## src/hw/rtl/assert_macros.svh

```systemverilog
// Assertion macros shared by the timer manager RTL.
`ifndef ASSERT_MACROS_SVH
`define ASSERT_MACROS_SVH
// Property that must hold at every clock edge outside reset.
`define STEM_ASSERT(label, clk, rst, prop) \
   label: assert property (@(posedge clk) disable iff (rst) prop) \
      else $error("stem assertion failed");
// Condition that must never be true outside reset.
`define STEM_ASSERT_NEVER(label, clk, rst, cond) \
   label: assert property (@(posedge clk) disable iff (rst) !(cond)) \
      else $error("stem forbidden condition seen");
`endif

```

## src/hw/rtl/stem_pkg.sv

```systemverilog
// Types, codes and constants of the software timer expiry manager.
package stem_pkg;
   localparam int NUM_SLOTS_DEF = 16;
   localparam int TIME_BITS_DEF = 32;
   localparam int MAX_RESULTS = 16;
   localparam logic [30:0] MAX_WAIT_RESET = 31'(1000 * 60);
   localparam int QUEUE_DEPTH = 2;
   localparam int QW = $clog2(QUEUE_DEPTH);

   localparam logic [2:0] OP_START = 3'd0;
   localparam logic [2:0] OP_STOP = 3'd1;
   localparam logic [2:0] OP_RESTART = 3'd2;
   localparam logic [2:0] OP_CHECK = 3'd3;
   localparam logic [2:0] OP_QUERY = 3'd4;

   localparam logic [1:0] STATUS_OK = 2'd0;
   localparam logic [1:0] STATUS_BUSY = 2'd1;
   localparam logic [1:0] STATUS_EARLIEST = 2'd2;

   typedef struct packed {
      logic [2:0]  opcode;
      logic [3:0]  slot_id;
      logic [30:0] period;
      logic        auto_reload;
      logic        reload_from_now;
      logic [31:0] now_time;
   } req_type;

   typedef struct packed {
      logic [1:0]  status;
      logic        expired_valid;
      logic [3:0]  expired_slot;
      logic [30:0] remaining;
      logic        last;
   } rsp_type;

   typedef enum logic [2:0] {
      CLS_START,
      CLS_RESTART,
      CLS_STOP,
      CLS_CHECK,
      CLS_QUERY,
      CLS_NOP
   } cls_type;

   typedef struct packed {
      cls_type cls;
      logic    slot_ok;
      req_type req;
   } cmd_type;

   typedef struct packed {
      logic    valid;
      cmd_type cmd;
   } queue_type;

   typedef enum logic [2:0] {
      ST_IDLE,
      ST_SCAN,
      ST_DRAIN,
      ST_DECIDE,
      ST_FLUSH
   } st_type;
endpackage

```

## src/hw/rtl/stem_ram.sv

```systemverilog
// Generic single-write, single-read RAM with registered read data.
module stem_ram #(
   parameter int WIDTH = 8,
   parameter int DEPTH = 16
) (
   input  logic                     clock,
   input  logic                     wr_en,
   input  logic [$clog2(DEPTH)-1:0] wr_addr,
   input  logic [WIDTH-1:0]         wr_data,
   input  logic [$clog2(DEPTH)-1:0] rd_addr,
   output logic [WIDTH-1:0]         rd_data
);
   logic [WIDTH-1:0] mem_ff [DEPTH];

   always_ff @(posedge clock) begin
      if (wr_en) begin
         mem_ff[wr_addr] <= wr_data;
      end
      rd_data <= mem_ff[rd_addr];
   end
endmodule

```

## src/hw/rtl/stem_front.sv

```systemverilog
// Front end: accepts commands, classifies them and queues them for the back end.
module stem_front import stem_pkg::*; #(
   parameter int NUM_SLOTS = NUM_SLOTS_DEF
) (
   input  logic      clock,
   input  logic      reset,
   input  logic      start,
   input  req_type   req_item,
   output logic      busy,
   input  logic      pop,
   output queue_type q_out
);
   localparam int SW = $clog2(NUM_SLOTS);
   localparam int IW = (SW > 4) ? SW : 4;

   cmd_type        cmd;
   cmd_type        fifo_ff [QUEUE_DEPTH];
   logic [QW-1:0]  head_ff, head_in, tail_ff, tail_in;
   logic [QW:0]    cnt_ff, cnt_in;
   logic           push, pull;

   always_comb begin
      cmd.req = req_item;
      cmd.slot_ok = (IW + 1)'(req_item.slot_id) < (IW + 1)'(NUM_SLOTS);
      case (req_item.opcode)
         OP_START:   cmd.cls = CLS_START;
         OP_STOP:    cmd.cls = CLS_STOP;
         OP_RESTART: cmd.cls = CLS_RESTART;
         OP_CHECK:   cmd.cls = CLS_CHECK;
         OP_QUERY:   cmd.cls = CLS_QUERY;
         default:    cmd.cls = CLS_NOP;
      endcase
   end

   assign busy = (cnt_ff == (QW + 1)'(QUEUE_DEPTH));
   assign push = start && !busy;
   assign pull = pop && (cnt_ff != '0);
   assign q_out.valid = (cnt_ff != '0);
   assign q_out.cmd = fifo_ff[head_ff];

   always_comb begin
      head_in = pull ? head_ff + QW'(1) : head_ff;
      tail_in = push ? tail_ff + QW'(1) : tail_ff;
      cnt_in = cnt_ff + (QW + 1)'(push) - (QW + 1)'(pull);
   end

   always_ff @(posedge clock) begin
      if (reset) begin
         head_ff <= '0;
         tail_ff <= '0;
         cnt_ff <= '0;
      end else begin
         head_ff <= head_in;
         tail_ff <= tail_in;
         cnt_ff <= cnt_in;
      end
   end

   always_ff @(posedge clock) begin
      if (push) begin
         fifo_ff[tail_ff] <= cmd;
      end
   end
endmodule

```

## src/hw/rtl/stem_back.sv

```systemverilog
// Back end: executes queued commands by scanning the slot table one slot a cycle.
module stem_back import stem_pkg::*; #(
   parameter int NUM_SLOTS = NUM_SLOTS_DEF,
   parameter int TIME_BITS = TIME_BITS_DEF
) (
   input  logic        clock,
   input  logic        reset,
   input  queue_type   q_in,
   output logic        pop,
   input  logic [30:0] max_wait,
   output logic        rsp_valid,
   output rsp_type     rsp_item
);
   localparam int SW = $clog2(NUM_SLOTS);
   localparam int TB = TIME_BITS;
   localparam int EW = 2 * TB + 2;
   localparam int CW = (TB > 31) ? TB : 31;
   localparam int NW = $clog2(MAX_RESULTS + 1);
   localparam logic [TB-1:0] TSIGN = {1'b1, {(TB - 1){1'b0}}};
   localparam logic [SW-1:0] LAST_IDX = SW'(NUM_SLOTS - 1);

   st_type                state_ff, state_in;
   cmd_type               cmd_ff, cmd_in;
   logic [SW-1:0]         idx_ff, idx_in, cmp_idx_ff, cmp_idx_in;
   logic                  cmp_vld_ff, cmp_vld_in;
   logic                  best_found_ff, best_found_in;
   logic [TB-1:0]         best_key_ff, best_key_in, best_dl_ff, best_dl_in;
   logic [TB-1:0]         best_per_ff, best_per_in;
   logic [SW-1:0]         best_idx_ff, best_idx_in;
   logic                  best_rel_ff, best_rel_in, best_fn_ff, best_fn_in;
   logic                  earliest_ff, earliest_in;
   logic [NUM_SLOTS-1:0]  running_ff, running_in, fired_ff, fired_in;
   logic [NW-1:0]         nfired_ff, nfired_in;
   logic                  pend_vld_ff, pend_vld_in;
   logic [SW-1:0]         pend_slot_ff, pend_slot_in;
   logic                  rsp_vld_ff, rsp_vld_in;
   rsp_type               rsp_ff, rsp_in;

   logic                  wr_en;
   logic [SW-1:0]         wr_addr;
   logic [EW-1:0]         wr_data, rd_data;

   logic [TB-1:0]         now_t, per_t, rd_dl, rd_per, key_i, knew;
   logic [TB-1:0]         best_d, nd, ahd_d, rl_dl, start_dl;
   logic                  eligible, due, ahd;
   logic [SW-1:0]         slot, q_slot;
   logic [30:0]           rem;

   stem_ram #(.WIDTH(EW), .DEPTH(NUM_SLOTS)) u_ram (
      .clock   (clock),
      .wr_en   (wr_en),
      .wr_addr (wr_addr),
      .wr_data (wr_data),
      .rd_addr (idx_ff),
      .rd_data (rd_data)
   );

   always_comb begin
      now_t = TB'(cmd_ff.req.now_time);
      per_t = TB'(cmd_ff.req.period);
      slot = SW'(cmd_ff.req.slot_id);
      q_slot = SW'(q_in.cmd.req.slot_id);
      rd_dl = rd_data[EW-1 -: TB];
      rd_per = rd_data[TB+1 -: TB];
      // Biasing the wrapped difference makes unsigned order equal signed order.
      key_i = (rd_dl - now_t) ^ TSIGN;
      knew = per_t ^ TSIGN;
      eligible = cmp_vld_ff && running_ff[cmp_idx_ff] && !fired_ff[cmp_idx_ff];
      best_d = best_key_ff ^ TSIGN;
      due = best_found_ff && !((best_d != '0) && !best_d[TB-1]);
      nd = best_dl_ff + best_per_ff;
      ahd_d = nd - now_t;
      ahd = (ahd_d != '0) && !ahd_d[TB-1];
      rl_dl = (!best_fn_ff && ahd) ? nd : now_t + best_per_ff;
      start_dl = now_t + per_t;
      if (!best_found_ff) begin
         rem = max_wait;
      end else if (best_d[TB-1]) begin
         rem = '0;
      end else if (CW'(best_d) > CW'(max_wait)) begin
         rem = max_wait;
      end else begin
         rem = 31'(best_d);
      end
   end

   // Next state.
   always_comb begin
      state_in = state_ff;
      case (state_ff)
         ST_IDLE: begin
            if (q_in.valid) begin
               case (q_in.cmd.cls)
                  CLS_START: begin
                     if (q_in.cmd.slot_ok && !running_ff[q_slot]) state_in = ST_SCAN;
                  end
                  CLS_RESTART: begin
                     if (q_in.cmd.slot_ok) state_in = ST_SCAN;
                  end
                  CLS_CHECK, CLS_QUERY: state_in = ST_SCAN;
                  default: state_in = ST_IDLE;
               endcase
            end
         end
         ST_SCAN: begin
            if (idx_ff == LAST_IDX) state_in = ST_DRAIN;
         end
         ST_DRAIN: state_in = ST_DECIDE;
         ST_DECIDE: begin
            if (cmd_ff.cls == CLS_CHECK && due) begin
               if (nfired_ff + NW'(1) == NW'(MAX_RESULTS)) state_in = ST_FLUSH;
               else state_in = ST_SCAN;
            end else begin
               state_in = ST_IDLE;
            end
         end
         ST_FLUSH: state_in = ST_IDLE;
         default: state_in = ST_IDLE;
      endcase
   end

   // Datapath and outputs.
   always_comb begin
      cmd_in = cmd_ff;
      idx_in = idx_ff;
      cmp_idx_in = idx_ff;
      cmp_vld_in = 1'b0;
      best_found_in = best_found_ff;
      best_key_in = best_key_ff;
      best_dl_in = best_dl_ff;
      best_per_in = best_per_ff;
      best_idx_in = best_idx_ff;
      best_rel_in = best_rel_ff;
      best_fn_in = best_fn_ff;
      earliest_in = earliest_ff;
      running_in = running_ff;
      fired_in = fired_ff;
      nfired_in = nfired_ff;
      pend_vld_in = pend_vld_ff;
      pend_slot_in = pend_slot_ff;
      rsp_vld_in = 1'b0;
      rsp_in = '0;
      pop = 1'b0;
      wr_en = 1'b0;
      wr_addr = slot;
      wr_data = {start_dl, per_t, cmd_ff.req.auto_reload, cmd_ff.req.reload_from_now};

      // Compare stage: one slot's stored entry arrives per cycle.
      if (eligible) begin
         if (cmd_ff.cls == CLS_START || cmd_ff.cls == CLS_RESTART) begin
            if (cmp_idx_ff != slot && key_i <= knew) earliest_in = 1'b0;
         end else if (!best_found_ff || key_i < best_key_ff) begin
            best_found_in = 1'b1;
            best_key_in = key_i;
            best_dl_in = rd_dl;
            best_per_in = rd_per;
            best_idx_in = cmp_idx_ff;
            best_rel_in = rd_data[1];
            best_fn_in = rd_data[0];
         end
      end

      case (state_ff)
         ST_IDLE: begin
            pop = q_in.valid;
            if (q_in.valid) begin
               cmd_in = q_in.cmd;
               idx_in = '0;
               best_found_in = 1'b0;
               earliest_in = 1'b1;
               fired_in = '0;
               nfired_in = '0;
               pend_vld_in = 1'b0;
               rsp_in.last = 1'b1;
               case (q_in.cmd.cls)
                  CLS_START: begin
                     if (!q_in.cmd.slot_ok) begin
                        rsp_vld_in = 1'b1;
                     end else if (running_ff[q_slot]) begin
                        rsp_vld_in = 1'b1;
                        rsp_in.status = STATUS_BUSY;
                     end
                  end
                  CLS_RESTART: begin
                     if (!q_in.cmd.slot_ok) rsp_vld_in = 1'b1;
                     else running_in[q_slot] = 1'b0;
                  end
                  CLS_STOP: begin
                     if (q_in.cmd.slot_ok) running_in[q_slot] = 1'b0;
                     rsp_vld_in = 1'b1;
                  end
                  CLS_CHECK, CLS_QUERY: rsp_vld_in = 1'b0;
                  default: rsp_vld_in = 1'b1;
               endcase
            end
         end
         ST_SCAN: begin
            cmp_vld_in = 1'b1;
            cmp_idx_in = idx_ff;
            idx_in = idx_ff + SW'(1);
         end
         ST_DRAIN: cmp_vld_in = 1'b0;
         ST_DECIDE: begin
            rsp_in.last = 1'b1;
            case (cmd_ff.cls)
               CLS_START, CLS_RESTART: begin
                  wr_en = 1'b1;
                  running_in[slot] = 1'b1;
                  rsp_vld_in = 1'b1;
                  rsp_in.status = earliest_ff ? STATUS_EARLIEST : STATUS_OK;
               end
               CLS_QUERY: begin
                  rsp_vld_in = 1'b1;
                  rsp_in.remaining = rem;
               end
               CLS_CHECK: begin
                  if (due) begin
                     // The previous firing is reported once it is known not to be last.
                     fired_in[best_idx_ff] = 1'b1;
                     running_in[best_idx_ff] = best_rel_ff;
                     wr_en = best_rel_ff;
                     wr_addr = best_idx_ff;
                     wr_data = {rl_dl, best_per_ff, best_rel_ff, best_fn_ff};
                     nfired_in = nfired_ff + NW'(1);
                     pend_vld_in = 1'b1;
                     pend_slot_in = best_idx_ff;
                     idx_in = '0;
                     best_found_in = 1'b0;
                     rsp_vld_in = pend_vld_ff;
                     rsp_in.expired_valid = 1'b1;
                     rsp_in.expired_slot = 4'(pend_slot_ff);
                     rsp_in.last = 1'b0;
                  end else begin
                     rsp_vld_in = 1'b1;
                     rsp_in.expired_valid = pend_vld_ff;
                     rsp_in.expired_slot = pend_vld_ff ? 4'(pend_slot_ff) : 4'd0;
                  end
               end
               default: rsp_vld_in = 1'b0;
            endcase
         end
         ST_FLUSH: begin
            rsp_vld_in = 1'b1;
            rsp_in.expired_valid = 1'b1;
            rsp_in.expired_slot = 4'(pend_slot_ff);
            rsp_in.last = 1'b1;
         end
         default: rsp_vld_in = 1'b0;
      endcase
   end

   always_ff @(posedge clock) begin
      if (reset) begin
         state_ff <= ST_IDLE;
         running_ff <= '0;
         cmp_vld_ff <= 1'b0;
         rsp_vld_ff <= 1'b0;
      end else begin
         state_ff <= state_in;
         running_ff <= running_in;
         cmp_vld_ff <= cmp_vld_in;
         rsp_vld_ff <= rsp_vld_in;
      end
   end

   always_ff @(posedge clock) begin
      cmd_ff <= cmd_in;
      idx_ff <= idx_in;
      cmp_idx_ff <= cmp_idx_in;
      best_found_ff <= best_found_in;
      best_key_ff <= best_key_in;
      best_dl_ff <= best_dl_in;
      best_per_ff <= best_per_in;
      best_idx_ff <= best_idx_in;
      best_rel_ff <= best_rel_in;
      best_fn_ff <= best_fn_in;
      earliest_ff <= earliest_in;
      fired_ff <= fired_in;
      nfired_ff <= nfired_in;
      pend_vld_ff <= pend_vld_in;
      pend_slot_ff <= pend_slot_in;
      rsp_ff <= rsp_in;
   end

   assign rsp_valid = rsp_vld_ff;
   assign rsp_item = rsp_ff;
endmodule

```

## src/hw/rtl/software_timer_expiry_manager.sv

```systemverilog
// Stop and unknown commands answer in the cycle after the queue hands them over.
// A start of a valid idle slot, a restart of a valid slot and a query scan the slot RAM once, one slot a cycle.
// Check rescans the slot RAM after each firing until none is due; MAX_RESULTS firings end it with a flush.
// A two-entry command queue takes new transactions while the back end works; busy when full.
// Reset clears the running bits, the queue and sets max_wait to 60000; no clearing pass.
// Results are strobed for one cycle and cannot be stalled by the receiver.
`include "assert_macros.svh"
module software_timer_expiry_manager import stem_pkg::*; #(
   parameter int NUM_SLOTS = NUM_SLOTS_DEF,
   parameter int TIME_BITS = TIME_BITS_DEF
) (
   input  logic        clock,
   input  logic        reset,
   input  logic        start,
   input  req_type     req_item,
   output logic        busy,
   output logic        rsp_valid,
   output rsp_type     rsp_item,
   input  logic        csr_we,
   input  logic [30:0] csr_wdata
);
   logic [30:0] max_wait_ff, max_wait_in;
   queue_type   q_bus;
   logic        pop;
   logic        fire_unclean;

   assign max_wait_in = csr_we ? csr_wdata : max_wait_ff;

   always_ff @(posedge clock) begin
      if (reset) begin
         max_wait_ff <= MAX_WAIT_RESET;
      end else begin
         max_wait_ff <= max_wait_in;
      end
   end

   stem_front #(.NUM_SLOTS(NUM_SLOTS)) u_front (
      .clock    (clock),
      .reset    (reset),
      .start    (start),
      .req_item (req_item),
      .busy     (busy),
      .pop      (pop),
      .q_out    (q_bus)
   );

   stem_back #(.NUM_SLOTS(NUM_SLOTS), .TIME_BITS(TIME_BITS)) u_back (
      .clock     (clock),
      .reset     (reset),
      .q_in      (q_bus),
      .pop       (pop),
      .max_wait  (max_wait_ff),
      .rsp_valid (rsp_valid),
      .rsp_item  (rsp_item)
   );

   assign fire_unclean = rsp_valid && rsp_item.expired_valid &&
                         (rsp_item.status != STATUS_OK || rsp_item.remaining != 31'd0);

   `STEM_ASSERT(a_pop_has_item, clock, reset, pop |-> q_bus.valid)
   `STEM_ASSERT(a_busy_means_queued, clock, reset, busy |-> q_bus.valid)
   `STEM_ASSERT_NEVER(a_fire_fields_clean, clock, reset, fire_unclean)
endmodule
```

## config.mk

```make
export PLATFORM = sky130hd
export DESIGN_NAME = software_timer_expiry_manager
export DESIGN_NICKNAME = d
export VERILOG_FILES = /design/src/hw/rtl/stem_pkg.sv /design/src/hw/rtl/stem_ram.sv /design/src/hw/rtl/stem_front.sv /design/src/hw/rtl/stem_back.sv /design/src/hw/rtl/software_timer_expiry_manager.sv
export VERILOG_INCLUDE_DIRS = /design/src /design/src/hw/rtl
export SDC_FILE = /design/constraint.sdc
export NUM_CORES = 2
export LEC_CHECK = 0
export BUFFER_PORTS_ARGS = -buffer_cell sky130_fd_sc_hd__buf_2
export CORE_ASPECT_RATIO = 1.75
export CORE_MARGIN = 8
export CORE_UTILIZATION = 45
export DETAILED_ROUTE_END_ITERATION = 8
export GPL_ROUTABILITY_DRIVEN = 1
export PLACE_DENSITY = 0.71
export SYNTH_ARGS = -nofsm -noshare
export SYNTH_HDL_FRONTEND = slang
export SYNTH_SLANG_ARGS = --single-unit
```

## constraint.sdc

```tcl
create_clock -name clock -period 21.6 [get_ports clock]
set_clock_uncertainty 0.2 [all_clocks]
set_input_delay 3.24 -clock clock [delete_from_list [all_inputs] [get_ports clock]]
set_output_delay 3.24 -clock clock [all_outputs]
set_load 0.1 [all_outputs]
```

==> results.tsv <==
metric	value	unit
outcome	completed	
synth_edf_count	1404	
synth.mux.area_fraction	12.9	%
design_area	0.0764	sq mm
leakage	26.1	nW
slew_headroom	15.3	%
cts_buffers	131	
dieWidth	311	um
fmax	0.119	GHz
io_buffer_count	147	
rows	189	
num_io_pins	148	
cp-start-kind	register	
synthSimpleGateAreaFrac	4.84	%
gp_congestion	0.990	
synth_area	0.0686	sq mm
dr.first_iter.drc_count	3711	
layout_min_cycle_time	8.41	ns
ir_worst_vdd	0.0956	mV
track_usage	20.9	%
dp_slack	13.36	ns
final_cell_mix	edfxtp_1, mux4_2, ha_1	
dieArea	0.166	sq mm
cts_setup_buffers	0	
drv_slew	0	
p_per_area	152	mW/mm^2
htree_num_levels	4	
critPathMaxFanout	40	
mostFrequentLayoutCell	edfxtp_1	
cts_buffer_depth	3	
synth_fa_ha_area_share	4.74	%
vias	39600	
crit_required	21.79	ns
ys.flop_type	edfxtp_1	
hold_viol	0	
grt_pass1_vias	40600	
multiInputGateArea	0.0218	sq mm
async_flop_share	0	%
arrival	8.61	ns
layout_setup_ws	13.19	ns
cts_tree	built	
nFillCells	12300	
synth-xor-area-share	1.72	%
ys_seq_elements	1572	
seq_area	0.0455	sq mm
grt_pass1_wl	261000	um
place_area	0.0720	sq mm
p_total	11.6	mW
syn-instance-count	4225	
worstMarginPinSlew	1.25	ns
worstSetupPathType	register to register	
finalSetupTns	0	ns
grt_max_degree	130	
fin_util	50.5	%
area_growth	11.5	%
rsz0062_at_grt	false	
wire_per_inst	27.1	um
hold_path_class	register to register	
drt-pass1-iter-count	5	
core	0.151	sq mm
drt-vias-per-instance	6.04	
initial_core_util	45.3	%
ys_types	99	
gr-total-overflow	0	
cap_violations	0	
place_hpwl	117000	um
clk_pin_slew	0.07	ns
ctsResizeCount	0	
clkSinkCount	1572	
yosysWarningCount	0	
die_h	532	um
clk_latency	0.78	ns
cts-root-buf	clkbuf_16	
fin_nets	4801	
finalSetupViolCount	0	
syn-mean-instance-area	16.2	sq um
syn-num-nets	4589	
synth_compound_area_share	7.24	%
endpoint_kind	register	
routed_wl	177000	um
synth_top_family_by_area	multiplexers	
cts_hold_repair.buffers	0	
ant_nets	0	
layout-drive-gt1-share	20.1	%
antenna_found_initial	6	
finalCritPeriodShare	38.9	%
drc	0	
synth_seq_area_share	66.4	%
==> per-stage QoR <==
stage	std cells	hold WS (ns)
finish	6553	0.199
global route	6551	0.206
CTS	6550	0.196
detailed placement	6309	0.189
global placement	6309	0.188
floorplan	4225	0.146
==> registers in the layout (all words and copies together) (netlist names), 5 cells and up, named ones only <==
name / cells
u_back.running_ff: 16
u_back.u_ram.rd_data: 66
u_front.fifo_ff: 144
max_wait_ff: 31
u_back.fired_ff: 16
u_back.cmd_ff: 36
u_back.nfired_ff: 5
u_back.now_t: 32
u_back.best_per_ff: 32
u_back.best_dl_ff: 32
u_back.best_key_ff: 32
u_back.rsp_item: 39
u_back.u_ram.mem_ff: 1056
==> routing by layer <==
layer	vias up	wire [um]	GRT usage [%]	share of wire (%)
li1	17200	-	-	-
met1	20400	64500	24.6	36
met2	1674	93400	38.0	53
met3	367	11200	2.70	6.3
met4	0	8180	9.25	4.6
met5	-	0	0	0
==> cell families after synthesis <==
group	count (synthesis)
flip-flops	1572
AO/OA/AOI/OAI	750
AND/OR/NAND/NOR	684
multiplexers	464
buffers and inverters	363
adder cells (fa/ha/maj)	257
XOR/XNOR	135
==> final cells by class <==
cell class / instances / area share (%)
Timing Repair Buffer: 241 / 1.92
Tap cell: 2005 / 3.28
Sequential cell: 1572 / 59.6
Inverter: 201 / 0.990
Antenna cell: 3 / 0.00982
Multi-Input combinational cell: 2290 / 28.5
Clock buffer: 179 / 4.90
Clock inverter: 62 / 0.848
==> path summary, 6_finish.rpt <==
check | endpoint | cells after the start | slack (ns) | startpoint
setup / recovery | u_back.u_ram.mem_ff[15][42]$_DFFE_PP_ | 23 | 13.19 | u_back.best_per_ff[0]$_DFFE_PP_
hold / removal | u_back.best_per_ff[26]$_DFFE_PP_ | 0 | 0.20 | u_back.u_ram.rd_data[28]$_DFF_P_
setup reg to reg | u_back.u_ram.mem_ff[15][42]$_DFFE_PP_ | 23 | 13.19 | u_back.best_per_ff[0]$_DFFE_PP_
hold reg to reg | u_back.best_per_ff[26]$_DFFE_PP_ | 0 | 0.20 | u_back.u_ram.rd_data[28]$_DFF_P_
==> critical path: stages, from the launching register on <==
cell	delay, ns
edfxtp_1	0.42
ha_1	0.25
fa_1	0.41
a21oi_1	0.23
o211ai_1	0.21
a31oi_1	0.48
nor2_1	0.09
nor3_1	0.48
a21oi_1	0.13
a21oi_1	0.18
o21bai_1	0.09
xor2_1	0.18
ha_1	0.50
o21ai_0	0.18
o211ai_1	0.25
o21ai_0	0.15
or4_4	0.45
nor4_2	0.15
nand4b_1	0.12
nor4_1	0.58
nand4_1	0.39
nand3_4	0.77
mux2i_1	0.22
a21oi_1	0.88
==> report_power, final <==
part | switching (mW) | internal (mW) | total (mW)
Sequential | 0.294 | 4.33 | 4.62
Clock | 1.10 | 1.34 | 2.44
Combinational | 2.79 | 1.75 | 4.54
==> cell usage after synthesis, types with 6 or more instances <==
master | number | area, sq um
o32ai_1 | 13 | 114
a31oi_1 | 21 | 131
or3_1 | 22 | 138
a311o_1 | 7 | 70.1
o31a_1 | 6 | 52.6
nand3_1 | 60 | 300
nand3b_1 | 12 | 90.1
xor2_1 | 52 | 455
ha_1 | 252 | 3150
and2_1 | 18 | 113
o221ai_1 | 9 | 78.8
dfxtp_1 | 168 | 3360
mux2i_1 | 64 | 641
o31ai_1 | 24 | 180
nand2_1 | 186 | 698
o21bai_1 | 17 | 128
a311oi_1 | 12 | 105
a211oi_1 | 30 | 225
nor2b_1 | 26 | 163
mux4_2 | 331 | 7450
nor2_1 | 181 | 679
inv_1 | 197 | 739
nor3b_1 | 7 | 52.6
a21oi_1 | 225 | 1130
o2111ai_1 | 7 | 61.3
and3_1 | 18 | 113
nand2b_1 | 29 | 181
o21ai_0 | 135 | 676
edfxtp_1 | 1404 | 42200
mux2_2 | 67 | 754
nand4_1 | 34 | 213
buf_2 | 6 | 30.0
xnor2_1 | 83 | 727
o21ai_1 | 12 | 60.1
o21a_1 | 27 | 203
a21o_1 | 77 | 578
nor4_1 | 17 | 106
buf_1 | 29 | 109
a221oi_1 | 6 | 52.6
a21boi_0 | 7 | 52.6
o311ai_0 | 7 | 61.3
clkbuf_1 | 119 | 447
o211ai_1 | 45 | 338
nor3_1 | 50 | 250
(Power assumes the default switching activity.)
